===== config.mk =====
export PLATFORM = sky130hd
export DESIGN_NAME = adsr_envelope_stereo_gain_unit
export DESIGN_NICKNAME = d
export VERILOG_FILES = /design/src/rtl/adsr_pkg.sv /design/src/rtl/adsr_env_ctrl.sv /design/src/rtl/adsr_gain_lane.sv /design/src/rtl/adsr_merge.sv /design/src/rtl/adsr_envelope_stereo_gain_unit.sv
export SDC_FILE = /design/constraint.sdc
export NUM_CORES = 2
export LEC_CHECK = 0
export BUFFER_PORTS_ARGS = -buffer_cell sky130_fd_sc_hd__buf_2
export CORE_MARGIN = 8
export CORE_UTILIZATION = 54
export CTS_BUF_LIST = sky130_fd_sc_hd__clkbuf_8
export CTS_CLUSTER_DIAMETER = 100
export DETAILED_ROUTE_END_ITERATION = 12
export MAX_ROUTING_LAYER = met4
export PLACE_DENSITY = 0.82
export REMOVE_ABC_BUFFERS = 1
export SLEW_MARGIN = 40
export SYNTH_ARGS = -nofsm -noshare
export SYNTH_HDL_FRONTEND = slang
export SYNTH_SLANG_ARGS = --single-unit
export TNS_END_PERCENT = 100

===== constraint.sdc =====
create_clock -name aclk -period 12.7 [get_ports aclk]
set_input_delay 1.905 -clock aclk [delete_from_list [all_inputs] [get_ports aclk]]
set_output_delay 1.905 -clock aclk [all_outputs]
set_load 0.1 [all_outputs]

===== src/rtl/adsr_pkg.sv =====
// ============================================================================
// ADSR envelope package
// Shared types, phase codes, register indexes and default widths.
// ============================================================================
package adsr_pkg;

    // default widths
    localparam int PROGRESS_BITS_DEF = 24;
    localparam int SAMPLE_BITS_DEF   = 16;
    localparam int LEVEL_BITS_DEF    = 16;

    // step register reset value (progress increment per sample)
    localparam int STEP_RESET = 349;

    // configuration register indexes
    localparam int CFG_IDX_W = 2;
    localparam logic [CFG_IDX_W-1:0] CFG_ATTACK_STEP   = 2'd0;
    localparam logic [CFG_IDX_W-1:0] CFG_DECAY_STEP    = 2'd1;
    localparam logic [CFG_IDX_W-1:0] CFG_RELEASE_STEP  = 2'd2;
    localparam logic [CFG_IDX_W-1:0] CFG_SUSTAIN_LEVEL = 2'd3;

    // envelope phase codes
    typedef enum logic [2:0] {
        PH_IDLE    = 3'd0,
        PH_ATTACK  = 3'd1,
        PH_DECAY   = 3'd2,
        PH_SUSTAIN = 3'd3,
        PH_RELEASE = 3'd4
    } phase_t;

    // sequencer states
    typedef enum logic [2:0] {
        CS_IDLE,
        CS_ENV,
        CS_LVL,
        CS_GAIN,
        CS_OUT
    } core_state_t;

    // per-stage enables from the sequencer
    typedef struct packed {
        logic env_en;   // apply key edge, advance progress, form level product
        logic lvl_en;   // finish level
        logic gain_en;  // lane multiplies
        logic out_ld;   // load output register
    } ctrl_t;

endpackage


===== src/rtl/adsr_env_ctrl.sv =====
// ============================================================================
// ADSR envelope control
// Key edge detection, phase/progress state and level computation.
// ============================================================================
module adsr_env_ctrl import adsr_pkg::*; #(
    parameter int PROGRESS_BITS = PROGRESS_BITS_DEF,
    parameter int LEVEL_BITS    = LEVEL_BITS_DEF
) (
    input  logic                   aclk,
    input  logic                   aresetn,
    input  ctrl_t                  ctrl_i,
    input  logic                   key_i,
    input  logic [PROGRESS_BITS:0] attack_step_i,
    input  logic [PROGRESS_BITS:0] decay_step_i,
    input  logic [PROGRESS_BITS:0] release_step_i,
    input  logic [LEVEL_BITS:0]    sustain_i,
    output logic [LEVEL_BITS:0]    level_o,
    output phase_t                 phase_o
);

    localparam int PW = PROGRESS_BITS;
    localparam int LW = LEVEL_BITS;
    localparam int MW = PW + LW + 2;
    localparam logic [LW:0] LVL_ONE  = {1'b1, {LW{1'b0}}};
    localparam logic [PW:0] PROG_ONE = {1'b1, {PW{1'b0}}};

    phase_t          phase_reg, phase_next, phase_e;
    logic [PW-1:0]   progress_reg, progress_next, prog_e, prog_adv;
    logic            key_before_reg;
    logic [MW-1:0]   prod_reg, prod_next;
    logic            decay_sel_reg;
    logic [LW:0]     level_reg, level_next, lvl_raw, s_sat;
    logic [PW:0]     step_sel, mul_a;
    logic [LW:0]     mul_b;
    logic [PW+1:0]   sum;
    logic            done;

    assign s_sat = (sustain_i > LVL_ONE) ? LVL_ONE : sustain_i;

    // key edges restart the phase
    always_comb begin
        phase_e = phase_reg;
        prog_e  = progress_reg;
        if (key_i && !key_before_reg) begin
            phase_e = PH_ATTACK;
            prog_e  = '0;
        end else if (!key_i && key_before_reg) begin
            phase_e = PH_RELEASE;
            prog_e  = '0;
        end
    end

    always_comb begin
        case (phase_e)
            PH_ATTACK:  step_sel = attack_step_i;
            PH_DECAY:   step_sel = decay_step_i;
            PH_RELEASE: step_sel = release_step_i;
            default:    step_sel = '0;
        endcase
    end

    assign sum      = (PW+2)'(prog_e) + (PW+2)'(step_sel);
    assign done     = |sum[PW+1:PW];
    assign prog_adv = done ? '0 : sum[PW-1:0];

    // next phase and multiplier operands; product >> PW gives the level
    always_comb begin
        phase_next    = PH_IDLE;
        progress_next = prog_e;
        mul_a         = '0;
        mul_b         = '0;
        case (phase_e)
            PH_ATTACK: begin
                phase_next    = done ? PH_DECAY : PH_ATTACK;
                progress_next = prog_adv;
                mul_a         = {1'b0, prog_adv};
                mul_b         = LVL_ONE;
            end
            PH_DECAY: begin
                phase_next    = done ? PH_SUSTAIN : PH_DECAY;
                progress_next = prog_adv;
                mul_a         = {1'b0, prog_adv};
                mul_b         = LVL_ONE - s_sat;
            end
            PH_SUSTAIN: begin
                phase_next = PH_SUSTAIN;
                mul_a      = PROG_ONE;
                mul_b      = s_sat;
            end
            PH_RELEASE: begin
                phase_next    = done ? PH_IDLE : PH_RELEASE;
                progress_next = prog_adv;
                mul_a         = PROG_ONE - {1'b0, prog_adv};
                mul_b         = s_sat;
            end
            default: begin
                phase_next = PH_IDLE;
            end
        endcase
    end

    assign prod_next  = MW'(mul_a) * MW'(mul_b);
    assign lvl_raw    = prod_reg[PW+LW:PW];
    assign level_next = decay_sel_reg ? (LVL_ONE - lvl_raw) : lvl_raw;

    always_ff @(posedge aclk) begin
        if (!aresetn) begin
            phase_reg      <= PH_IDLE;
            progress_reg   <= '0;
            key_before_reg <= 1'b0;
        end else if (ctrl_i.env_en) begin
            phase_reg      <= phase_next;
            progress_reg   <= progress_next;
            key_before_reg <= key_i;
        end
    end

    always_ff @(posedge aclk) begin
        if (ctrl_i.env_en) begin
            prod_reg      <= prod_next;
            decay_sel_reg <= (phase_e == PH_DECAY);
        end
        if (ctrl_i.lvl_en) begin
            level_reg <= level_next;
        end
    end

    assign level_o = level_reg;
    assign phase_o = phase_reg;

endmodule


===== src/rtl/adsr_gain_lane.sv =====
// ============================================================================
// ADSR gain lane
// Scales one signed sample by the envelope level, floor rounding.
// ============================================================================
module adsr_gain_lane import adsr_pkg::*; #(
    parameter int SAMPLE_BITS = SAMPLE_BITS_DEF,
    parameter int LEVEL_BITS  = LEVEL_BITS_DEF
) (
    input  logic                          aclk,
    input  ctrl_t                         ctrl_i,
    input  logic signed [SAMPLE_BITS-1:0] sample_i,
    input  logic [LEVEL_BITS:0]           level_i,
    output logic signed [SAMPLE_BITS-1:0] result_o
);

    localparam int PW = SAMPLE_BITS + LEVEL_BITS + 2;

    logic signed [PW-1:0] prod_reg;

    always_ff @(posedge aclk) begin
        if (ctrl_i.gain_en) begin
            prod_reg <= PW'(sample_i) * PW'($signed({1'b0, level_i}));
        end
    end

    // arithmetic shift right by LEVEL_BITS, keep the sample width
    assign result_o = prod_reg[SAMPLE_BITS+LEVEL_BITS-1:LEVEL_BITS];

endmodule


===== src/rtl/adsr_merge.sv =====
// ============================================================================
// ADSR output merge
// Joins both lanes with level, phase and marker into the output register.
// ============================================================================
module adsr_merge import adsr_pkg::*; #(
    parameter int SAMPLE_BITS = SAMPLE_BITS_DEF,
    parameter int LEVEL_BITS  = LEVEL_BITS_DEF
) (
    input  logic                          aclk,
    input  logic                          aresetn,
    input  ctrl_t                         ctrl_i,
    input  logic signed [SAMPLE_BITS-1:0] left_i,
    input  logic signed [SAMPLE_BITS-1:0] right_i,
    input  logic [LEVEL_BITS:0]           level_i,
    input  phase_t                        phase_i,
    input  logic                          buffer_end_i,
    output logic                          out_free_o,
    output logic                          m_valid,
    input  logic                          m_ready,
    output logic signed [SAMPLE_BITS-1:0] m_left_out,
    output logic signed [SAMPLE_BITS-1:0] m_right_out,
    output logic [LEVEL_BITS:0]           m_envelope_level,
    output logic [2:0]                    m_phase_now,
    output logic                          m_buffer_end_out
);

    logic                          valid_reg, valid_next;
    logic signed [SAMPLE_BITS-1:0] left_reg, right_reg;
    logic [LEVEL_BITS:0]           level_reg;
    logic [2:0]                    phase_reg;
    logic                          bend_reg;

    assign out_free_o = !valid_reg || m_ready;

    always_comb begin
        valid_next = valid_reg;
        if (ctrl_i.out_ld) begin
            valid_next = 1'b1;
        end else if (m_ready) begin
            valid_next = 1'b0;
        end
    end

    always_ff @(posedge aclk) begin
        if (!aresetn) begin
            valid_reg <= 1'b0;
        end else begin
            valid_reg <= valid_next;
        end
    end

    always_ff @(posedge aclk) begin
        if (ctrl_i.out_ld) begin
            left_reg  <= left_i;
            right_reg <= right_i;
            level_reg <= level_i;
            phase_reg <= phase_i;
            bend_reg  <= buffer_end_i;
        end
    end

    assign m_valid          = valid_reg;
    assign m_left_out       = left_reg;
    assign m_right_out      = right_reg;
    assign m_envelope_level = level_reg;
    assign m_phase_now      = phase_reg;
    assign m_buffer_end_out = bend_reg;

endmodule


===== src/rtl/adsr_envelope_stereo_gain_unit.sv =====
// ============================================================================
// ADSR envelope stereo gain unit
// Linear attack/decay/sustain/release envelope applied to a stereo stream.
// ============================================================================
// Usage:
//   Input channel (s_*): one transaction per sample pair, carrying the key
//   level, the left/right samples and a buffer-end marker. A key rising edge
//   starts attack, a falling edge starts release.
//   Output channel (m_*): one transaction per input pair with the scaled
//   samples, the Q(LEVEL_BITS) gain applied and the phase after the step.
//   Config port: cfg_wr_en/cfg_wr_index/cfg_wr_data write attack, decay and
//   release steps and the sustain level, one register per write; write only when idle.
// Timing:
//   A pair runs through four steps of a sequencer: envelope update with the
//   level multiply, level finish, the two lane multiplies, output load.
//   m_valid is registered and rises after the output load step. The next pair
//   is taken in the cycle the output register loads, so a new pair is accepted
//   only once the previous one has been loaded out.
// Reset (aresetn, synchronous, active low): phase idle, progress zero, key
//   released, registers to defaults, no output pending.
// Stall: a held output register keeps the sequencer in its load step and
//   s_ready low until m_ready frees it; nothing is dropped.
// ============================================================================
module adsr_envelope_stereo_gain_unit import adsr_pkg::*; #(
    parameter int PROGRESS_BITS = PROGRESS_BITS_DEF,
    parameter int SAMPLE_BITS   = SAMPLE_BITS_DEF,
    parameter int LEVEL_BITS    = LEVEL_BITS_DEF,
    localparam int CFG_W = (PROGRESS_BITS > LEVEL_BITS) ? PROGRESS_BITS + 1 : LEVEL_BITS + 1
) (
    input  logic                          aclk,
    input  logic                          aresetn,
    // configuration
    input  logic                          cfg_wr_en,
    input  logic [CFG_IDX_W-1:0]          cfg_wr_index,
    input  logic [CFG_W-1:0]              cfg_wr_data,
    // input channel
    input  logic                          s_valid,
    output logic                          s_ready,
    input  logic                          s_key_pressed,
    input  logic signed [SAMPLE_BITS-1:0] s_left_sample,
    input  logic signed [SAMPLE_BITS-1:0] s_right_sample,
    input  logic                          s_buffer_end,
    // output channel
    output logic                          m_valid,
    input  logic                          m_ready,
    output logic signed [SAMPLE_BITS-1:0] m_left_out,
    output logic signed [SAMPLE_BITS-1:0] m_right_out,
    output logic [LEVEL_BITS:0]           m_envelope_level,
    output logic [2:0]                    m_phase_now,
    output logic                          m_buffer_end_out
);

    localparam logic [PROGRESS_BITS:0] STEP_RST = (PROGRESS_BITS+1)'(STEP_RESET);
    localparam logic [LEVEL_BITS:0]    SUS_RST  = {2'b01, {(LEVEL_BITS-1){1'b0}}};

    // configuration registers
    logic [PROGRESS_BITS:0] attack_step_reg, decay_step_reg, release_step_reg;
    logic [LEVEL_BITS:0]    sustain_reg;

    always_ff @(posedge aclk) begin
        if (!aresetn) begin
            attack_step_reg  <= STEP_RST;
            decay_step_reg   <= STEP_RST;
            release_step_reg <= STEP_RST;
            sustain_reg      <= SUS_RST;
        end else if (cfg_wr_en) begin
            case (cfg_wr_index)
                CFG_ATTACK_STEP:   attack_step_reg  <= cfg_wr_data[PROGRESS_BITS:0];
                CFG_DECAY_STEP:    decay_step_reg   <= cfg_wr_data[PROGRESS_BITS:0];
                CFG_RELEASE_STEP:  release_step_reg <= cfg_wr_data[PROGRESS_BITS:0];
                CFG_SUSTAIN_LEVEL: sustain_reg      <= cfg_wr_data[LEVEL_BITS:0];
                default: ;
            endcase
        end
    end

    // sequencer
    core_state_t state_reg, state_next;
    ctrl_t       ctrl;
    logic        out_free;
    logic        s_accept;

    assign s_accept = s_valid && s_ready;

    always_comb begin
        state_next = state_reg;
        case (state_reg)
            CS_IDLE: if (s_valid) state_next = CS_ENV;
            CS_ENV:  state_next = CS_LVL;
            CS_LVL:  state_next = CS_GAIN;
            CS_GAIN: state_next = CS_OUT;
            CS_OUT: begin
                if (out_free) state_next = s_valid ? CS_ENV : CS_IDLE;
            end
            default: state_next = CS_IDLE;
        endcase
    end

    always_comb begin
        ctrl    = '0;
        s_ready = 1'b0;
        case (state_reg)
            CS_IDLE: s_ready = 1'b1;
            CS_ENV:  ctrl.env_en = 1'b1;
            CS_LVL:  ctrl.lvl_en = 1'b1;
            CS_GAIN: ctrl.gain_en = 1'b1;
            CS_OUT: begin
                ctrl.out_ld = out_free;
                s_ready     = out_free;
            end
            default: ;
        endcase
    end

    always_ff @(posedge aclk) begin
        if (!aresetn) begin
            state_reg <= CS_IDLE;
        end else begin
            state_reg <= state_next;
        end
    end

    // input holding register for the pair in flight
    logic                          key_reg, bend_reg;
    logic signed [SAMPLE_BITS-1:0] left_reg, right_reg;

    always_ff @(posedge aclk) begin
        if (s_accept) begin
            key_reg   <= s_key_pressed;
            left_reg  <= s_left_sample;
            right_reg <= s_right_sample;
            bend_reg  <= s_buffer_end;
        end
    end

    // envelope
    logic [LEVEL_BITS:0] level;
    phase_t              phase;

    adsr_env_ctrl #(
        .PROGRESS_BITS (PROGRESS_BITS),
        .LEVEL_BITS    (LEVEL_BITS)
    ) u_env (
        .aclk           (aclk),
        .aresetn        (aresetn),
        .ctrl_i         (ctrl),
        .key_i          (key_reg),
        .attack_step_i  (attack_step_reg),
        .decay_step_i   (decay_step_reg),
        .release_step_i (release_step_reg),
        .sustain_i      (sustain_reg),
        .level_o        (level),
        .phase_o        (phase)
    );

    // gain lanes, one per channel
    logic signed [SAMPLE_BITS-1:0] left_scaled, right_scaled;

    adsr_gain_lane #(
        .SAMPLE_BITS (SAMPLE_BITS),
        .LEVEL_BITS  (LEVEL_BITS)
    ) u_lane_left (
        .aclk     (aclk),
        .ctrl_i   (ctrl),
        .sample_i (left_reg),
        .level_i  (level),
        .result_o (left_scaled)
    );

    adsr_gain_lane #(
        .SAMPLE_BITS (SAMPLE_BITS),
        .LEVEL_BITS  (LEVEL_BITS)
    ) u_lane_right (
        .aclk     (aclk),
        .ctrl_i   (ctrl),
        .sample_i (right_reg),
        .level_i  (level),
        .result_o (right_scaled)
    );

    // output register
    adsr_merge #(
        .SAMPLE_BITS (SAMPLE_BITS),
        .LEVEL_BITS  (LEVEL_BITS)
    ) u_merge (
        .aclk             (aclk),
        .aresetn          (aresetn),
        .ctrl_i           (ctrl),
        .left_i           (left_scaled),
        .right_i          (right_scaled),
        .level_i          (level),
        .phase_i          (phase),
        .buffer_end_i     (bend_reg),
        .out_free_o       (out_free),
        .m_valid          (m_valid),
        .m_ready          (m_ready),
        .m_left_out       (m_left_out),
        .m_right_out      (m_right_out),
        .m_envelope_level (m_envelope_level),
        .m_phase_now      (m_phase_now),
        .m_buffer_end_out (m_buffer_end_out)
    );

`ifndef SYNTH
    // an accepted pair always makes the sequencer busy next cycle
    a_busy_after_accept: assert property (@(posedge aclk) disable iff (!aresetn)
        s_valid && s_ready |=> !s_ready)
        else $error("input taken while previous pair in flight");

    // gain never exceeds unity
    a_level_range: assert property (@(posedge aclk) disable iff (!aresetn)
        m_valid |-> (m_envelope_level <= {1'b1, {LEVEL_BITS{1'b0}}}))
        else $error("envelope level above unity");

    // a new result only appears out of the load step
    a_load_from_out: assert property (@(posedge aclk) disable iff (!aresetn)
        $rose(m_valid) |-> $past(state_reg == CS_OUT))
        else $error("output valid without load step");
`endif

endmodule


==> summary by stage <==
Worst setup path
STA classifies the critical path startpoint as a register. In this run the worst path has a maximum fanout of 37. For flop-to-flop paths, the worst setup slack is 620 ps. The endpoint identified for the worst register-to-register timing path is u_env.prod_reg[40]. STA classifies the critical path endpoint as a register. The arrival time reported for the critical path endpoint is 12480 ps.

The largest single stage delay on the critical path is 540 ps. The worst setup path is of the register to register kind. The startpoint identified for the worst register-to-register timing path is key_reg. The number of cells on the worst reg-to-reg path is 43. At the worst endpoint, the required time is 13090 ps.

The cell with the largest stage delay on the worst path is sky130_fd_sc_hd__fa_1.

Pwr
Net switching is 47.9% of the power. Internal power comes to 4.80 mW. The relative contribution of the clock network to total power is 9.9%. The power consumption is 9.22 mW. The share of power burned in combinational logic is 74.7%. In this run, flip-flops and latches consume 15.5% of the power. The analysis attributes to net switching a power of 4.42 mW. In this run the power density over the cells is 199 nW/um^2.

The static leakage is 22.1 nW. The worst vdd rail ir drop is 0.444 mV.

Hold path
The min-delay analysis places its worst path in the category register to register. The hold path depth is 0. The critical hold path startpoint is u_lane_right.prod_reg[16]. The end point of the worst hold path is u_merge.m_right_out[0].

STA
The measured slew at the worst slew-check pin is 921 ps. The clock period could shrink to 12080 ps. Adding up every negative setup slack in the final design gives 0 ps. The total setup violations reported at the end of the flow is 0. The count of final max-slew check failures is 0.

The number of hold-slack violations in the final timing report is 0. The clock skew is 65.7 ps. Dividing the final minimum period by the clock period gives 95.1%. Timing would allow up to 82.8 MHz. Setup slack closes at 618 ps. The worst pin sits at a relative slew slack of 38.6%. On the final layout, the worst hold slack is 418 ps.

Global routing
The first global-routing pass estimated 188000 um of wire. The number of global-route vias before repair is 36000. The total congestion overflow after global routing is 0.

Global routing used 26.5% of the available tracks across all layers. Entering global routing, the biggest net connects 125 pins. The number of antenna violations at the first check in global routing is 5.

Final layout
The number of cells in the finished layout apart from fillers is 5945. Relative to the synthesized area, the layout overhead comes to 5.90%. The number of nets in the layout is 6026. The share of cells above drive strength 1 is 7.56%. Summing all non-filler instances in the final layout gives an area of 46500 sq um. The post-route core utilization is 57.8%.

Clocking
The clock-pin slew of the registers on the worst-case setup and hold paths is 80 ps. The clock tree from TritonCTS is built. The number of clock buffers added by TritonCTS is 50. No sink is reached through more buffers than the 3 on the longest clock path. The clock net in this run drives a total of 278 sinks. Hold repair after CTS inserted 0 buffers. The clock latency on the worst-skew pair is 690 ps. The cell chosen for the clock root is sky130_fd_sc_hd__clkbuf_8. The H-tree was split into 2 levels.

Job
Across the run, the number of max-cap violations was 0.

Logic synthesis
The biggest area consumer among synthesized cells is sky130_fd_sc_hd__fa_1. The number of enable-type register cells in the synthesized netlist is 154. Among all cell types in the netlist, the one instantiated most often is sky130_fd_sc_hd__inv_1.

The leading register cell type out of synthesis is sky130_fd_sc_hd__edfxtp_1. The share of synthesized area occupied by flip-flops and latches is 16.2%. Counting every instance in the synthesized netlist gives 4855. The count of distinct cell types in the synthesized netlist is 113.

The number of register bits inferred by synthesis is 278. The async set or reset register ratio after synthesis is 0%. Ranked by total cell area, the synthesized netlist is headed by sky130_fd_sc_hd__fa_1, sky130_fd_sc_hd__edfxtp_1, sky130_fd_sc_hd__ha_1. In this run the biggest area consumer among cell types represents 34.5% of the synthesized area. The number of warnings reported in the yosys synthesis log is 0.

The per-instance average area after synthesis is 9.03 sq um. The post-synthesis instance area is 43900 sq um. By count the netlist is led by sky130_fd_sc_hd__inv_1, sky130_fd_sc_hd__nand2_1, sky130_fd_sc_hd__fa_1.

Detailed routing
Detailed routing inserted a total of 34100 vias. The post-detailed-route via-to-cell ratio is 5.74. The number of remaining DRC errors is 0. For this block, the initial DRC count from the detailed router was 3080. In this run the remaining antenna-violating nets after routing total 0. For this block, the routed nets add up to 116000 um of wire. The detailed-router iteration count before antenna repair is 6. In the final routed layout, each cell accounts on average for 19.5 um.

Outcome
The flow ran to the end, and the final reports show no timing, DRC or antenna violations.

Die
The floorplan has 104 rows. The die area is 90600 sq um. Measured along the y axis, the die boundary spans 301 um. During I/O placement, the number of pins put on the boundary was 121. The core region is 80400 sq um. The floorplan step set the die width to 301 um. For this configuration, the core starts out at a cell density of 54.5%.

Place
The total placed instance area is 45300 sq um. At the end of routability-driven placement, the weighted congestion stood at 0.989. The pre-CTS setup slack is 177 ps. Detailed placement finished with a half-perimeter wire length of 87000 um. In this run, placement finished with an instance count of 5852.

Port buffering added 120 buffers.
-- routing by layer --
metal	global-route usage, %	wire length [um]	vias up
met1	32.7	44000	16900
met2	42.1	54200	1745
met5	-	0	-
met3	5.51	11500	425
met4	12.1	6050	0
li1	-	-	15100
-- power groups by stage --
stage | Sequential [mW] | Combinational [mW] | Clock [mW]
global route | 1.43 | 7.86 | 0.971
floorplan | 1.44 | 5.12 | 0
detailed placement | 1.44 | 6.83 | 0
CTS | 1.42 | 6.90 | 0.935
global placement | 1.44 | 6.51 | 0
finish | 1.43 | 6.89 | 0.912
-- worst max path at each step --
| stage | start | endpoint | slack, ps | cells after the start |
|---|---|---|---|---|
| final | key_reg | u_env.prod_reg[40] | 620 | 43 |
| after global routing | u_env.phase_o[0] | u_env.prod_reg[35] | -5 | 42 |
| after CTS | key_reg | u_env.prod_reg[40] | 140 | 42 |
| after detailed placement | key_reg | u_env.prod_reg[40] | 180 | 42 |
| after global placement | key_reg | u_env.prod_reg[40] | 450 | 42 |
| after floorplan | u_env.phase_o[2] | u_env.prod_reg[40] | -390 | 42 |
-- cell usage in the layout (no fill, tap or decap), drive strengths merged, types with 8 or more instances in the layout --
cell	count
nand2b	55
nor2b	46
o22ai	8
a211oi	17
a21boi	93
edfxtp	154
nor3	75
o211ai	18
xor2	21
buf	200
a22oi	12
fa	756
o21ai	94
nor4	18
clkbuf	56
o21a	21
nand3	68
clkinv	17
mux2i	11
dfxtp	124
xnor2	72
a21o	30
and2	282
or2	13
o31ai	13
nand2	830
a221oi	12
inv	949
or3	17
a21oi	96
and3	20
a222oi	25
ha	357
nor2	170
nand4	15
-- area by class of cell --
class | instances | area, sq um
Timing Repair Buffer | 200 | 1240
Fill cell | 6739 | 34000
Inverter | 939 | 3540
Antenna cell | 2 | 5.00
Clock buffer | 56 | 771
Tap cell | 1060 | 1330
Multi-Input combinational cell | 3378 | 32200
Sequential cell | 278 | 7110
Clock inverter | 32 | 282
-- critical path: cells and delay by family, from the launching register on --
kind,cells,cell delay [ps]
compound gates,15,4120
fa+ha+maj,9,3910
simple gates,6,1640
buf+inv,10,1240
flops,1,470
xor+xnor,3,410
-- timing repair --
item,4_1_cts,5_1_grt
buffers inserted,0,0
setup endpoints to repair,0,11
gates resized for setup,0,10
-- kinds of logic after synthesis --
| family | synth area share (%) |
|---|---|
| AO/OA/AOI/OAI | 8.50 |
| XOR/XNOR | 1.87 |
| adder cells (fa/ha/maj) | 44.7 |
| buffers and inverters | 10.7 |
| flip-flops | 16.2 |
| multiplexers | 0.302 |
| AND/OR/NAND/NOR | 17.7 |
(Power assumes the default switching activity.)
